**src/slsgd_pkg.sv**
```systemverilog
package slsgd_pkg;

   localparam int INDEX_W  = 16;
   localparam int WEIGHT_W = 32;
   localparam int SUM_W    = 40;
   localparam int PROB_W   = 16;
   localparam int FC_W     = 11;
   localparam int LR_W     = 16;
   localparam int DELTA_W  = 20;
   localparam int CSR_ADDR_W = 3;
   localparam int CSR_DATA_W = 32;

   localparam logic [FC_W-1:0]   FEATURE_COUNT_RESET = 11'd1024;
   localparam logic [LR_W-1:0]   LEARNING_RATE_RESET = 16'd3277;
   localparam logic [PROB_W-1:0] PROB_HALF           = 16'd32768;

   localparam logic CSR_IDX_FEATURE_COUNT = 1'b0;
   localparam logic CSR_IDX_LEARNING_RATE = 1'b1;

   typedef enum logic [1:0] {
      MODE_TRAIN   = 2'd0,
      MODE_PREDICT = 2'd1,
      MODE_WRITE   = 2'd2,
      MODE_READ    = 2'd3
   } mode_type;

   typedef enum logic [3:0] {
      ST_CLEAR,
      ST_IDLE,
      ST_FETCH,
      ST_WRITE,
      ST_READ_OUT,
      ST_ACCUM,
      ST_CLAMP,
      ST_TABLE,
      ST_RESULT,
      ST_UPD_IDX,
      ST_UPD_RD,
      ST_UPD_WR
   } state_type;

   typedef struct packed {
      logic [FC_W-1:0] feature_count;
      logic [LR_W-1:0] learning_rate;
   } cfg_type;

endpackage

```
**src/slsgd_csr.sv**
```systemverilog
module slsgd_csr import slsgd_pkg::*; (
   input  logic                  clock,
   input  logic                  reset,
   input  logic                  psel,
   input  logic                  penable,
   input  logic                  pwrite,
   input  logic [CSR_ADDR_W-1:0] paddr,
   input  logic [CSR_DATA_W-1:0] pwdata,
   output logic [CSR_DATA_W-1:0] prdata,
   output logic                  pready,
   output cfg_type               cfg
);

   cfg_type cfg_ff, cfg_in;
   logic    wr_beat;

   assign wr_beat = psel && penable && pwrite;
   assign pready  = 1'b1;
   assign cfg     = cfg_ff;

   always_comb begin
      cfg_in = cfg_ff;
      if (wr_beat) begin
         case (paddr[2])
            CSR_IDX_FEATURE_COUNT: cfg_in.feature_count = pwdata[FC_W-1:0];
            CSR_IDX_LEARNING_RATE: cfg_in.learning_rate = pwdata[LR_W-1:0];
            default: cfg_in = cfg_ff;
         endcase
      end
   end

   always_comb begin
      case (paddr[2])
         CSR_IDX_FEATURE_COUNT: prdata = CSR_DATA_W'(cfg_ff.feature_count);
         CSR_IDX_LEARNING_RATE: prdata = CSR_DATA_W'(cfg_ff.learning_rate);
         default: prdata = '0;
      endcase
   end

   always_ff @(posedge clock) begin
      if (reset) begin
         cfg_ff.feature_count <= FEATURE_COUNT_RESET;
         cfg_ff.learning_rate <= LEARNING_RATE_RESET;
      end else begin
         cfg_ff <= cfg_in;
      end
   end

endmodule

```
**config.mk**
```make
export PLATFORM = sky130hd
export DESIGN_NAME = slsgd_csr
export DESIGN_NICKNAME = d
export VERILOG_FILES = /design/src/slsgd_pkg.sv /design/src/slsgd_csr.sv
export SDC_FILE = /design/constraint.sdc
export NUM_CORES = 1
export LEC_CHECK = 0
export BUFFER_PORTS_ARGS = -buffer_cell sky130_fd_sc_hd__buf_4
export CAP_MARGIN = 25
export CELL_PAD_IN_SITES_DETAIL_PLACEMENT = 0
export CELL_PAD_IN_SITES_GLOBAL_PLACEMENT = 1
export CORE_MARGIN = 2
export CORE_UTILIZATION = 26
export CTS_CLUSTER_DIAMETER = 50
export DETAILED_ROUTE_END_ITERATION = 6
export PLACE_DENSITY = 0.87
export SYNTH_ARGS = -nofsm -noshare
export SYNTH_HDL_FRONTEND = slang
export SYNTH_SLANG_ARGS = --single-unit
```
**constraint.sdc**
```tcl
create_clock -name clock -period 0.85 [get_ports clock]
set_input_delay 0 -clock clock [delete_from_list [all_inputs] [get_ports clock]]
set_output_delay 0 -clock clock [all_outputs]
set_load 0.01 [all_outputs]
```
==> impl_results.md <==
- Setup WS pre-CTS: -0.0221 ns
- Site Rows: 27
- Root Buffer: clkbuf_8
- Worst r2r dst: cfg[7]
- Fin crit share: 118%
- Sink Count: 27
- Initial Util: 26.9%
- Via density: 4.11
- Run status: finished, violations left
- Antenna violations before repair: 0
- Final worst slack: -0.155 ns
- Share of cells above drive strength 1: 59.1%
- Clk Latency, worst-skew pair: 0.27 ns
- Hold path startpoint: pwdata[5]
- Max reg flops: 27
- CTS tree: built
- Wire per inst: 12.3 um
- Area of the multi-input gates: 831 sq um
- I/O pins: 100
- H-Tree Level Count: 1
- Register bit total from synthesis: 27
- Comb power frac: 23.5%
- Final min period: 1.01 ns
- Crit path buf inv count: 1
- Fmax: 995 MHz
- Vias: 1341
- RSZ-0062 raised after global routing: true
- R2R depth: 4
- Reg2reg setup slack: 0.03 ns
- Routed Antenna Nets: 0
- Clock Skew: 0 ns
- Die Area: 0.00632 sq mm
- Synth cell types: 15
- Maximum vdd drop: 627 uV
- Core area: 0.00551 sq mm
- DRC: 0
- Final hold slack: 0.00872 ns
- CP startpoint kind: register
- Clk pwr share: 27.6%
- Non-Filler Instances: 326
- IO Port Bufs: 64
- Post-Route WL: 4.00 mm
- Fin area: 0.00269 sq mm
- Detailed placement HPWL: 2.54 mm
- Largest net degree at the start of global routing: 19
- WL met3: 203 um
- Avg Synthesized Cell Area: 9.88 sq um
- CP max-delay cell: dfxtp_2
- Clock Pin Slew Worst Setup and Hold Paths: 0.10 ns
- Worst setup EP type: primary output
- Setup Viol. Count Final: 17
- Net Sw Power: 682 uW
- Vias in the first global route: 1324
- Endpoints failing hold: 0
- Worst Hold Depth: 3
- Top layer reached by signal wires: met4
- Gpl congestion: 0.707
- Leakage: 0.00123 uW
- Commonest non-fill, non-tap cell in the layout: buf_6
- Max incr delay on CP: 0.33 ns
- Clk buf depth: 2
- Met2 WL: 2.16 mm
- Worst Hold End: cfg[21]
- M1 WL: 1.63 mm
- Gr usage total: 12.5%
- Max FO, Critical Path: 2
- DIE HEIGHT: 79.5 um
- Sequential cell area: 574 sq um
- First-pass GRT wire length: 6.22 mm
- RR Startpoint: cfg[7]
- Max Cap Violations: 0
- Pwr dens: 1000 mW/mm^2
- Net Sw Frac: 25.3%
- Pint: 2010 uW
- Warnings from Yosys: 0
- Cell Area, Placed: 0.00199 sq mm
- CTS Buf Count: 3
- Crit-path cells: mux2_2 > buf_6
- Hold Crit Class: input port to register
- Critical path type: register to primary output
- Nets@finish: 295
- Most frequent cells in the layout: buf_6, buf_4, nand2b_1
- Drt pass-1 iters: 4
- Initial drt markers: 40
- CP Data Required Time: 0.85 ns
- Arrival time worst endpoint: 1.01 ns
- Final-report max-slew violation count: 0
- Antenna Cells: 0
- Failing checks: negative setup slack
- Final Power: 2690 uW
- Die width: 79.5 um
- CP top delay family: flip-flops
- Register area share after synthesis: 36.5%
- Fillers: 521
- Dpl cells: 280
- Area Overhead vs Synth: 81.5%
- Reg power frac: 48.9%
- Mapped Cells: 150
- Total gr overflow: 0
- Synth Cell Area: 0.00148 sq mm
cells by family after synthesis:
family,count (synthesis),synth area share [%]
muxes,38,26.6
and+or+nand+nor,56,22.3
other,2,0.507
buffers and inverters,27,14.1
DFF,27,36.5
layer usage:
metal  up-vias  track usage, %
li1        662               -
met1       634            14.1
met2        43            23.9
met3         2            2.15
met4         0            2.76
met5         -               0
what timing repair did:
item | in CTS | in global routing
gates resized for setup | 81 | 20
setup endpoints to repair | 16 | 38
setup buffers | 24 | 7
hold buffers | 10 | 1
cloned | 0 | 0
hold endpoints to repair | 16 | 1
how the worst max path moves through the flow:
stage | start | endpoint | slack [ns] | depth (start not counted)
3_5_place_dp | paddr[2] | cfg[11] | -0.02 | 3
4_1_cts | cfg[24] | prdata[8] | -0.16 | 2
5_1_grt | cfg[7] | prdata[7] | -0.19 | 2
3_3_place_gp | paddr[2] | cfg[13] | 0.004 | 3
2_1_floorplan | paddr[2] | cfg[10] | 0.06 | 5
6_report | cfg[7] | prdata[7] | -0.16 | 2
power by group through the flow:
stage	clock, uW	combinational [uW]	sequential, uW
2_1_floorplan	0	287	1350
3_3_place_gp	0	460	1340
3_5_place_dp	0	467	1340
4_1_cts	787	607	1310
5_1_grt	836	681	1320
6_report	743	633	1320
cell type report:
class	instances	area share, %
clock inverters	1	0.186
repair buffers	112	42.7
well taps	72	3.35
flip-flops and latches	27	21.4
multi-input cells	111	30.9
clock buffers	3	1.54
synth_stat cells:
cell type  instances  share of area, %
and2_1             5               2.1
buf_4             17               8.6
mux2i_1           27                18
nand4b_2           1               1.0
nor2_1            15               3.8
and4b_1            1              0.68
conb_1             2              0.51
dfxtp_1           27                36
buf_12             2               2.7
nand2b_1          33                14
and4_4             1              0.76
buf_2              3               1.0
buf_6              1              0.76
mux2_2            11               8.4
clkbuf_1           4               1.0
worst register-to-register path: stages, from the launching register on:
cell and delay, ns:
dfxtp_2 0.33, buf_6 0.11, buf_6 0.11, nor2_1 0.09, mux2i_1 0.07
through the flow:
stage / setup TNS (ns) / utilization, %
2_1_floorplan: 0 / -
3_3_place_gp: 0 / 36.2
3_5_place_dp: -0.0784 / 36.2
4_1_cts: -1.80 / 46.3
5_1_grt: -2.77 / 48.8
6_report: -1.77 / 48.8
Note: power is estimated with default switching activity, not from simulation.
